### src/hdl/mprm_pkg.sv
// Package for the multi-pattern response matcher.
// Holds sizes, configuration register indexes and the action and status codes.
// No dependencies.
`default_nettype none

package mprm_pkg;

  // Number of patterns the matcher can hold and longest pattern in bytes.
  localparam int NUM_PATTERNS      = 4;
  localparam int MAX_PATTERN_BYTES = 8;

  // Pattern registers exist for four patterns, so at most four are searched.
  localparam int NUM_ACTIVE = (NUM_PATTERNS < 4) ? NUM_PATTERNS : 4;

  localparam int CFG_IDX_W  = 3;
  localparam int CFG_DATA_W = 64;
  localparam int LEN_W      = 4;
  localparam int CNT_W      = 4;
  localparam int COUNT_W    = 3;
  localparam int TIMER_W    = 32;

  localparam logic [LEN_W-1:0]   MAX_LEN       = LEN_W'(MAX_PATTERN_BYTES);
  localparam logic [COUNT_W-1:0] MAX_ACTIVE    = COUNT_W'(NUM_ACTIVE);
  localparam logic [TIMER_W-1:0] TIMEOUT_RESET = TIMER_W'(1000);

  // Configuration register indexes.
  localparam logic [CFG_IDX_W-1:0] REG_PATTERN_0       = 3'd0;
  localparam logic [CFG_IDX_W-1:0] REG_PATTERN_1       = 3'd1;
  localparam logic [CFG_IDX_W-1:0] REG_PATTERN_2       = 3'd2;
  localparam logic [CFG_IDX_W-1:0] REG_PATTERN_3       = 3'd3;
  localparam logic [CFG_IDX_W-1:0] REG_PATTERN_LENGTHS = 3'd4;
  localparam logic [CFG_IDX_W-1:0] REG_PATTERN_COUNT   = 3'd5;
  localparam logic [CFG_IDX_W-1:0] REG_TIMEOUT_MS      = 3'd6;

  typedef enum logic [1:0] {
    ACT_START = 2'd0,
    ACT_BYTE  = 2'd1,
    ACT_TICK  = 2'd2
  } action_e;

  typedef enum logic [1:0] {
    ST_IDLE      = 2'd0,
    ST_SEARCHING = 2'd1,
    ST_FOUND     = 2'd2,
    ST_TIMEOUT   = 2'd3
  } status_e;

endpackage

`default_nettype wire

### src/hdl/multi_pattern_response_matcher_core.sv
// Multi-pattern response matcher core: byte stream search with a millisecond timeout.
// Depends on mprm_pkg for sizes, register indexes and codes.
// Each accepted input word writes its result word into the output register.
// Throughput: one word per cycle while results are taken; the per-pattern compares and
// timer update settle in one combinational pass from matcher state to output register.
// Reset: asynchronous, active low; clears match counts, timer, armed flag and the
// output valid, and returns configuration to zero with timeout_ms at 1000.
`default_nettype none

module multi_pattern_response_matcher_core (
  input  wire logic                           clk_i,
  input  wire logic                           rst_ni,
  // Configuration write port.
  input  wire logic                           cfg_we_i,
  input  wire logic [mprm_pkg::CFG_IDX_W-1:0] cfg_idx_i,
  input  wire logic [mprm_pkg::CFG_DATA_W-1:0] cfg_wdata_i,
  // Input channel.
  input  wire logic                           in_valid_i,
  output logic                                in_ready_o,
  input  wire logic [1:0]                     action_i,
  input  wire logic [7:0]                     data_byte_i,
  // Result channel.
  output logic                                out_valid_o,
  input  wire logic                           out_ready_i,
  output logic [1:0]                          status_o,
  output logic [1:0]                          match_index_o
);

  import mprm_pkg::*;

  // Configuration registers.
  logic [63:0]          pattern_q [4];
  logic [15:0]          lengths_q;
  logic [COUNT_W-1:0]   count_q;
  logic [TIMER_W-1:0]   timeout_q;

  // Search state.
  logic [CNT_W-1:0]     cnt_q [NUM_ACTIVE];
  logic [CNT_W-1:0]     cnt_d [NUM_ACTIVE];
  logic [TIMER_W-1:0]   elapsed_q, elapsed_d;
  logic                 searching_q, searching_d;

  // Output register.
  logic                 out_valid_q;
  logic [1:0]           status_q, status_d;
  logic [1:0]           index_q, index_d;

  logic                 in_accept;

  // Per-pattern compare results.
  logic [CNT_W-1:0]     cnt_nxt [NUM_ACTIVE];
  logic [NUM_ACTIVE-1:0] done;
  logic [COUNT_W-1:0]   active;
  logic [TIMER_W-1:0]   elapsed_inc;

  // The output register frees up in the same cycle its word is taken, so a new
  // word enters whenever the result slot is empty or being drained.
  assign in_ready_o = !out_valid_q || out_ready_i;
  assign in_accept  = in_valid_i && in_ready_o;

  // Number of patterns in use, limited to the patterns that exist.
  assign active = (count_q > MAX_ACTIVE) ? MAX_ACTIVE : count_q;

  // Each pattern compares the byte with its next expected byte. A miss drops the
  // count to zero without trying the byte against the first pattern byte again.
  always_comb begin
    for (int p = 0; p < NUM_ACTIVE; p++) begin
      logic [7:0]       exp_byte;
      logic [LEN_W-1:0] len_raw;
      logic [LEN_W-1:0] len;
      exp_byte = pattern_q[p][{cnt_q[p][2:0], 3'b000} +: 8];
      len_raw  = lengths_q[4*p +: 4];
      len      = (len_raw > MAX_LEN) ? MAX_LEN : len_raw;
      if (exp_byte == data_byte_i && cnt_q[p] != {CNT_W{1'b1}}) begin
        cnt_nxt[p] = cnt_q[p] + CNT_W'(1);
      end else begin
        cnt_nxt[p] = '0;
      end
      done[p] = (COUNT_W'(p) < active) && (cnt_nxt[p] >= len);
    end
  end

  // Timer saturates at its top value.
  assign elapsed_inc = (elapsed_q == {TIMER_W{1'b1}}) ? elapsed_q : elapsed_q + TIMER_W'(1);

  // Next state and result. Patterns are walked in order; the first one that
  // completes stops the walk, so patterns after it keep their counts.
  always_comb begin
    logic hit;
    hit         = 1'b0;
    cnt_d       = cnt_q;
    elapsed_d   = elapsed_q;
    searching_d = searching_q;
    status_d    = searching_q ? ST_SEARCHING : ST_IDLE;
    index_d     = '0;

    case (action_i)
      ACT_START: begin
        for (int p = 0; p < NUM_ACTIVE; p++) begin
          cnt_d[p] = '0;
        end
        elapsed_d   = '0;
        searching_d = 1'b1;
        status_d    = ST_SEARCHING;
      end
      ACT_BYTE: begin
        if (searching_q) begin
          for (int p = 0; p < NUM_ACTIVE; p++) begin
            if (!hit && COUNT_W'(p) < active) begin
              cnt_d[p] = cnt_nxt[p];
              if (done[p]) begin
                hit         = 1'b1;
                searching_d = 1'b0;
                status_d    = ST_FOUND;
                index_d     = 2'(p);
              end
            end
          end
        end
      end
      ACT_TICK: begin
        if (searching_q) begin
          elapsed_d = elapsed_inc;
          if (elapsed_inc >= timeout_q) begin
            searching_d = 1'b0;
            status_d    = ST_TIMEOUT;
          end
        end
      end
      default: begin
        // Unused action code: nothing changes, status reflects the armed flag.
      end
    endcase
  end

  // Configuration writes.
  always_ff @(posedge clk_i or negedge rst_ni) begin
    if (!rst_ni) begin
      for (int i = 0; i < 4; i++) begin
        pattern_q[i] <= '0;
      end
      lengths_q <= '0;
      count_q   <= '0;
      timeout_q <= TIMEOUT_RESET;
    end else if (cfg_we_i) begin
      unique case (cfg_idx_i)
        REG_PATTERN_0:       pattern_q[0] <= cfg_wdata_i;
        REG_PATTERN_1:       pattern_q[1] <= cfg_wdata_i;
        REG_PATTERN_2:       pattern_q[2] <= cfg_wdata_i;
        REG_PATTERN_3:       pattern_q[3] <= cfg_wdata_i;
        REG_PATTERN_LENGTHS: lengths_q    <= cfg_wdata_i[15:0];
        REG_PATTERN_COUNT:   count_q      <= cfg_wdata_i[COUNT_W-1:0];
        REG_TIMEOUT_MS:      timeout_q    <= cfg_wdata_i[TIMER_W-1:0];
        default: begin
        end
      endcase
    end
  end

  // Search state and output valid.
  always_ff @(posedge clk_i or negedge rst_ni) begin
    if (!rst_ni) begin
      for (int p = 0; p < NUM_ACTIVE; p++) begin
        cnt_q[p] <= '0;
      end
      elapsed_q   <= '0;
      searching_q <= 1'b0;
      out_valid_q <= 1'b0;
    end else begin
      if (in_accept) begin
        cnt_q       <= cnt_d;
        elapsed_q   <= elapsed_d;
        searching_q <= searching_d;
        out_valid_q <= 1'b1;
      end else if (out_ready_i) begin
        out_valid_q <= 1'b0;
      end
    end
  end

  // Result payload.
  always_ff @(posedge clk_i) begin
    if (in_accept) begin
      status_q <= status_d;
      index_q  <= index_d;
    end
  end

  assign out_valid_o   = out_valid_q;
  assign status_o      = status_q;
  assign match_index_o = index_q;

  // A start word always answers searching.
  assert property (@(posedge clk_i) disable iff (!rst_ni)
    in_accept && action_i == ACT_START |=> out_valid_o && status_o == ST_SEARCHING)
    else $error("start word did not report searching");

  // The index is only meaningful for a found result.
  assert property (@(posedge clk_i) disable iff (!rst_ni)
    out_valid_o && status_o != ST_FOUND |-> match_index_o == 2'd0)
    else $error("nonzero match index without found status");

  // A found or timeout word waiting in the output register means the search is disarmed.
  assert property (@(posedge clk_i) disable iff (!rst_ni)
    out_valid_o && (status_o == ST_FOUND || status_o == ST_TIMEOUT) |-> !searching_q)
    else $error("search still armed after found or timeout");

  // A byte while disarmed is ignored and reports idle.
  assert property (@(posedge clk_i) disable iff (!rst_ni)
    in_accept && action_i == ACT_BYTE && !searching_q |=> status_o == ST_IDLE && !searching_q)
    else $error("byte while disarmed was not ignored");

endmodule

`default_nettype wire
### config.mk
export PLATFORM = sky130hd
export DESIGN_NAME = multi_pattern_response_matcher_core
export DESIGN_NICKNAME = d
export VERILOG_FILES = /design/src/hdl/mprm_pkg.sv /design/src/hdl/multi_pattern_response_matcher_core.sv
export SDC_FILE = /design/constraint.sdc
export NUM_CORES = 1
export LEC_CHECK = 0
export BUFFER_PORTS_ARGS = -buffer_cell sky130_fd_sc_hd__buf_4
export CORE_ASPECT_RATIO = 1.4
export CORE_MARGIN = 2
export CORE_UTILIZATION = 67
export DETAILED_ROUTE_END_ITERATION = 16
export PLACE_DENSITY_LB_ADDON = 0.15
export SLEW_MARGIN = 20
export SYNTH_ARGS = -nofsm -noshare
export SYNTH_HDL_FRONTEND = slang
export SYNTH_SLANG_ARGS = --single-unit
export TNS_END_PERCENT = 30
### constraint.sdc
create_clock -name clk_i -period 6.92 [get_ports clk_i]
set_input_delay 1.384 -clock clk_i [delete_from_list [all_inputs] [get_ports clk_i]]
set_output_delay 1.384 -clock clk_i [all_outputs]
set_load 0.05 [all_outputs]
# After elaboration in Yosys (flattened, before gate mapping)
# Cells that the tools add are included.
# totals
romBits,0
ramBits,0
inputBits,82
out_inout_bits,6
reg_bits,361
latch_bits,0
mem_count,0
# classes
n_reduce_logical,37
bitwise_logic,0
muxes,63
n_addsub,5
div_mod_pow,0
order_cmp,14
shifts,4
n_mul,0
n_eq_ne,23
# ops
operator,n
$shiftx 64x7->8,4
$mux 32,2
$pmux 32 s2,1
$mux 4,12
$add 32x1->32 const B,1
$eq 32x32->1 const B,1
$eq 8x8->1,4
$ge 32x32->1,1
$pmux 16 s2,1
$mux 2,15
$mux 1,28
$reduce_and 2->1,9
$add 4x1->4 const B,4
$ge 4x4->1,4
$gt 4x4->1 const B,4
$mux 16,1
$ne 4x4->1 const B,4
$reduce_and 4->1,4
$logic_and 1x1->1,12
$ne 2x2->1 const B,6
$eq 3x3->1 const B,3
$eq 3x2->1 const B,2
$lt 1x3->1 const A,2
$lt 2x3->1 const A,2
other kinds (14),19

# Logic depth before layout (Yosys ltp)
# logic_depth
depth_word,25
ltp_mapped,17

# Worst setup path after synthesis
# Ideal clock, no wire load.
# synth_timing
path_kind,in2reg
start,input data_byte_i[1]
end,register cnt_q[7] (netlist bit)
setup_ns,0.067
path_buffers,1
stages,14
t_arrival_ns,4.404
required_time_ns,6.853
path_slack_ns,2.449
path_cell_list,clkbuf_1 > xor2_1 > a21oi_1 > a21oi_1 > nor4_4 > nand2b_1 > ha_1 > nand2b_1 > a2111oi_0 > nor2_1 > o21a_1 > a221o_1 > o21ai_0 > a32o_1
# synth_between
elab_chain_len,18
# synth_lines
element,line,text
start: declaration,multi_pattern_response_matcher_core.sv:21,"input wire logic [7:0] data_byte_i,"
$eq 8x8->1,multi_pattern_response_matcher_core.sv:74,if (exp_byte == data_byte_i && cnt_q[p] != {CNT_W{1'b1}}) begin
$logic_and 1x1->1,multi_pattern_response_matcher_core.sv:74,
$mux 4,multi_pattern_response_matcher_core.sv:74,
$ge 4x4->1,multi_pattern_response_matcher_core.sv:79,done[p] = (COUNT_W'(p) < active) && (cnt_nxt[p] >= len);
$logic_and 1x1->1,multi_pattern_response_matcher_core.sv:79,
$mux 1,multi_pattern_response_matcher_core.sv:111,if (done[p]) begin
$mux 1,multi_pattern_response_matcher_core.sv:109,if (!hit && COUNT_W'(p) < active) begin
$mux 1,multi_pattern_response_matcher_core.sv:107,if (searching_q) begin
[... 2 more ...],-,
$logic_and 1x1->1,multi_pattern_response_matcher_core.sv:109,
$mux 1,multi_pattern_response_matcher_core.sv:109,
$mux 1,multi_pattern_response_matcher_core.sv:107,
$mux 1,multi_pattern_response_matcher_core.sv:97,case (action_i)
$logic_not 1->1,multi_pattern_response_matcher_core.sv:109,
$logic_and 1x1->1,multi_pattern_response_matcher_core.sv:109,
$ne 2x2->1 (no line),-,
$reduce_and 4->1 (no line),-,
end signal: assignment,multi_pattern_response_matcher_core.sv:171,cnt_q <= cnt_d;
end: declaration,multi_pattern_response_matcher_core.sv:38,logic [CNT_W-1:0] cnt_q [NUM_ACTIVE];
# Several ways; a longest one is shown, not always the timed one. The select of a mux whose other input is x is not followed.
# A chain may end at the register's enable or synchronous reset.

# Worst setup path after layout
# layout_timing
start,register cnt_q[12] (netlist bit)
end,register cnt_q[3] (netlist bit)
# layout_between
elab_chain_len,24
# layout_lines
element,line,text
$shiftx 64x7->8,multi_pattern_response_matcher_core.sv:71,"exp_byte = pattern_q[p][{cnt_q[p][2:0], 3'b000} +: 8];"
$eq 8x8->1,multi_pattern_response_matcher_core.sv:74,
$logic_and 1x1->1,multi_pattern_response_matcher_core.sv:74,
$mux 4 (*),multi_pattern_response_matcher_core.sv:74,
$ge 4x4->1 (*),multi_pattern_response_matcher_core.sv:79,
$logic_and 1x1->1 (*),multi_pattern_response_matcher_core.sv:79,
$mux 1 (*),multi_pattern_response_matcher_core.sv:111,
$mux 1 (*),multi_pattern_response_matcher_core.sv:109,
[... 8 more ...],-,
$logic_and 1x1->1,multi_pattern_response_matcher_core.sv:109,
$mux 1 (*),multi_pattern_response_matcher_core.sv:109,
$mux 1 (*),multi_pattern_response_matcher_core.sv:107,
$mux 1 (*),multi_pattern_response_matcher_core.sv:97,
$logic_not 1->1 (*),multi_pattern_response_matcher_core.sv:109,
$logic_and 1x1->1 (*),multi_pattern_response_matcher_core.sv:109,
$ne 2x2->1 (no line) (*),-,
$reduce_and 4->1 (no line) (*),-,
# Every way passes the cells marked *; elsewhere a longest branch is shown, timed or not. The select of a mux whose other input is x is not followed.

==> implementation parameters <==
Parameter                              Value

Run status
  Result of the run ... completed

Synthesis
  Flip-flop and latch count after synthesis ... ~360
  Net count of the mapped netlist ... 1,543
  Fraction of the yosys area taken by sequential cells ... 49.2%
  Synth cell types ... 70
  Dominant cell type by area after synthesis ... sky130_fd_sc_hd__dfrtp_1
  Post-Syn Instances ... approximately 1,400
  Leading cell types by total area after synthesis ... sky130_fd_sc_hd__dfrtp_1 48%, sky130_fd_sc_hd__mux2_2 19%, sky130_fd_sc_hd__mux4_2 7.8%
  Most common flop cell mapped by yosys ... sky130_fd_sc_hd__dfrtp_1
  Async SR Flop Fraction ... 98.9%
  Syn Std Cell Area ... between 15,000 and 20,000 um^2
  Post-synth top area share ... 47.7%
  Number of enable-type register cells in the synthesized netlist ... 4
  Mean instance size in the synthesized netlist ... approximately 13 um^2
  Syn. warnings ... 0

Die
  DIE WIDTH ... 144 um
  # IOs ... 88
  Area of the placeable core ... around 27,000 um^2
  Row cnt ... 71
  Starting utilization of the core area ... 68.4%
  Floorplan die area ... 28,800 um^2
  Vertical extent of the die ... 200 um

Drt
  Wire length reported by the detailed router ... 44,900 um
  Drt drc ... 0
  Detailed-route wire length per cell ... ~24 um
  Detailed-routing iteration count for the pre-antenna-repair pass ... 4
  Detailed-route via count ... 12,000
  Post-detailed-route count of antenna-violating nets ... 0
  Number of DRC markers in iteration 0 ... 836
  Vias per cell ... between 6 and 7

Placement
  I/O Buffers ... 87
  Final RePlAce weighted congestion ... 0.873
  Post-placement cell count ... between 1,500 and 2,000
  Detailed placement HPWL ... 30,500 um

GRT
  GRT Total Usage ... 32.8%
  Wire length of the first global-routing pass ... approximately 70,000 um
  Via count of the first global-routing pass ... 12,500
  Maximum number of pins on one net before global-route repair ... between 150 and 200
  Initial antenna violation count ... 0
  Global route overflow ... 0

Worst setup path
  Setup crit start kind ... flip-flop
  Category of the most critical setup path ... reg -> reg
  Top cell family by delay on the critical path ... compound AO/OA/AOI/OAI gates
  CP max stage cell ... sky130_fd_sc_hd__a2111oi_0
  Critical Path End Type ... flip-flop
  Cell-by-cell trace of the critical path ... buf_4 > mux4_2 > mux2i_1 > xor2_1 > nand4_1 > nor4_4 > nand2b_1 > ha_1 > nand2b_1 > a2111oi_0 > nor2_1 > o21ai_1 > a41oi_1 > o21ai_0 > a32o_1
  Buf/Inv on CP ... 1
  Data arrival time of the worst path ... 5.75 ns
  Delay of the slowest cell on the worst path ... 0.67 ns
  Data required time at the worst endpoint ... between 7 and 8 ns
  Highest fanout seen on the critical path ... 12
  Most frequent CP cell ... sky130_fd_sc_hd__nand2b_1

STA
  Final clock skew ... approximately 0.020 ns
  Share of the clock period used by the worst path ... between 70% and 80%
  Worst Tran Pin Value ... 1.02 ns
  Setup Total Neg Slack ... 0 ns
  Maximum clock frequency ... 189 MHz
  Unrepaired setup endpoints after global routing ... false
  Final setup violating endpoints ... 0
  Hold Vio Cnt, Final ... 0
  Number of max-slew violations in the final report ... 0
  Fin crit period ... 5.29 ns
  Worst slew margin relative to its limit ... 32.1%

Clocking
  Number of resized instances in the post-cts repair step ... 0
  Worst-path clk slew ... roughly 0.06 ns
  Cell at the root of the clock tree ... sky130_fd_sc_hd__clkbuf_16
  Post-CTS setup buffers ... 0
  Number of buffers added to fix hold violations after cts ... 0
  Insertion delay to the later sink of the worst-skew pair ... 0.54 ns
  H-tree depth ... 2
  Clock tree from TritonCTS ... done
  Clock Sinks ... 361
  Clock buffer depth ... 3
  Clock buffer count from CTS ... 36

Pwr
  Static leakage power ... between 0.008 and 0.009 uW
  Peak ir drop on the vdd network ... 251 uV
  Power Density ... ~280 nW/um^2

Job
  Max-Cap Viols ... 0

Final layout
  Leading cell type in the layout, fill and taps excluded ... sky130_fd_sc_hd__dfrtp_1
  Top library cells by usage in the layout, fill and taps aside ... 351 x sky130_fd_sc_hd__dfrtp_1, 304 x sky130_fd_sc_hd__mux2_2, 103 x sky130_fd_sc_hd__buf_4
  Number of nets at the end of the flow ... 1,616
  Area growth from synthesis to final layout ... 11.7%
  Fraction of final layout cells sized beyond drive strength 1 ... 37.3%
  Antenna Cells ... 0
  Final standard cell count with taps included and fillers excluded ... 1,867

Worst hold path
  Worst Hold Class ... reg -> reg
[worst reg2reg max path, cell delays in order, from the launching register on]
cell and delay (ns):
sky130_fd_sc_hd__dfrtp_1 0.66, sky130_fd_sc_hd__buf_4 0.38, sky130_fd_sc_hd__mux4_2 0.57, sky130_fd_sc_hd__mux2i_1 0.18, sky130_fd_sc_hd__xor2_1 0.23, sky130_fd_sc_hd__nand4_1 0.19, sky130_fd_sc_hd__nor4_4 0.46, sky130_fd_sc_hd__nand2b_1 0.11
sky130_fd_sc_hd__ha_1 0.31, sky130_fd_sc_hd__nand2b_1 0.14, sky130_fd_sc_hd__a2111oi_0 0.67, sky130_fd_sc_hd__nor2_1 0.24, sky130_fd_sc_hd__o21ai_1 0.33, sky130_fd_sc_hd__a41oi_1 0.33, sky130_fd_sc_hd__o21ai_0 0.25, sky130_fd_sc_hd__a32o_1 0.18
[synthesized netlist by cell type, types with 6 or more instances]
cell / instances
sky130_fd_sc_hd__dfrtp_1: 351
sky130_fd_sc_hd__mux2_2: 304
sky130_fd_sc_hd__nand2_1: 68
sky130_fd_sc_hd__mux4_2: 64
sky130_fd_sc_hd__ha_1: 57
sky130_fd_sc_hd__inv_1: 53
sky130_fd_sc_hd__o21ai_0: 48
sky130_fd_sc_hd__clkbuf_1: 47
sky130_fd_sc_hd__a21oi_1: 36
sky130_fd_sc_hd__nor2_1: 34
sky130_fd_sc_hd__xor2_1: 32
sky130_fd_sc_hd__xnor2_1: 31
sky130_fd_sc_hd__mux2i_1: 30
sky130_fd_sc_hd__a31oi_1: 17
sky130_fd_sc_hd__nand3_1: 15
sky130_fd_sc_hd__nand4_1: 15
sky130_fd_sc_hd__nand2b_1: 14
sky130_fd_sc_hd__and2_1: 13
sky130_fd_sc_hd__buf_2: 12
sky130_fd_sc_hd__and3_1: 11
sky130_fd_sc_hd__o31ai_1: 11
sky130_fd_sc_hd__a22o_1: 10
sky130_fd_sc_hd__a21o_1: 8
sky130_fd_sc_hd__nor3_1: 7
sky130_fd_sc_hd__and4_1: 6
sky130_fd_sc_hd__dfstp_2: 6
[worst paths after layout]
kind	from	to	slack (ns)	depth (start not counted)
worst max register to register	cnt_q[12]	cnt_q[3]	1.63	15
worst min register to register	elapsed_q[31]	elapsed_q[31]	0.48	1
worst max-delay path	cnt_q[12]	cnt_q[3]	1.63	15
max in group asynchronous	rst_ni	cnt_q[15]	4.51	2
worst min-delay path	elapsed_q[31]	elapsed_q[31]	0.48	1
min in group asynchronous	rst_ni	elapsed_q[24]	0.91	1
[sequential cells by signal, summed over array words and instances (netlist names)]
signal	cells
timeout_q	32
out_valid_o	1
pattern_q	256
searching_q	1
elapsed_q	32
count_q	3
status_o	2
match_index_o	2
cnt_q	16
lengths_q	16
[area by class of cell]
cell class,count,area [um^2]
Clock inverter,8,82.6
Timing Repair Buffer,105,808
Tap cell,365,457
Inverter,55,206
Sequential cell,361,9060
Fill cell,1693,6370
Multi-Input combinational cell,918,8830
Clock buffer,55,1090
[metrics by stage]
stage          instance area (um^2)  hold slack, ns  setup WS, ns  util [%]  total power [uW]
3_5_place_dp                  19400           0.469          1.64      72.0              3870
3_3_place_gp                  19400           0.468          1.60      72.0              3800
2_1_floorplan                 18400           0.449          2.45         -              3490
5_1_grt                       20500           0.512          1.08      76.3              6060
6_report                      20500           0.479          1.63      76.3              5800
4_1_cts                       20500           0.483          1.61      76.3              5830
[layer usage]
layer / share of wire, % / global-route usage, %
met5: 0 / 0
met4: 6.3 / 18.1
met3: 4.9 / 5.01
met2: 50 / 54.7
met1: 39 / 41.4
[power by group]
part           switching, uW  total [uW]  internal (uW)
sequential               226        2760           2530
combinational            506        1100            593
clock                    819        1950           1130
total                   1550        5800           4250
[kinds of logic (layout without fill, tap and decap cells)]
kind of cell | after synthesis | count (layout) | share of synthesized area (%)
AOI/OAI and AO/OA | 178 | 178 | 6.36
xor gates and xnor gates | 63 | 63 | 3.00
adders and majority gates | 57 | 57 | 3.88
buffers and inverters | 125 | 223 | 2.86
DFF | 361 | 361 | 49.2
muxes | 399 | 399 | 28.2
and+or+nand+nor | 221 | 221 | 6.51
Note: power is estimated with default switching activity, not from simulation.
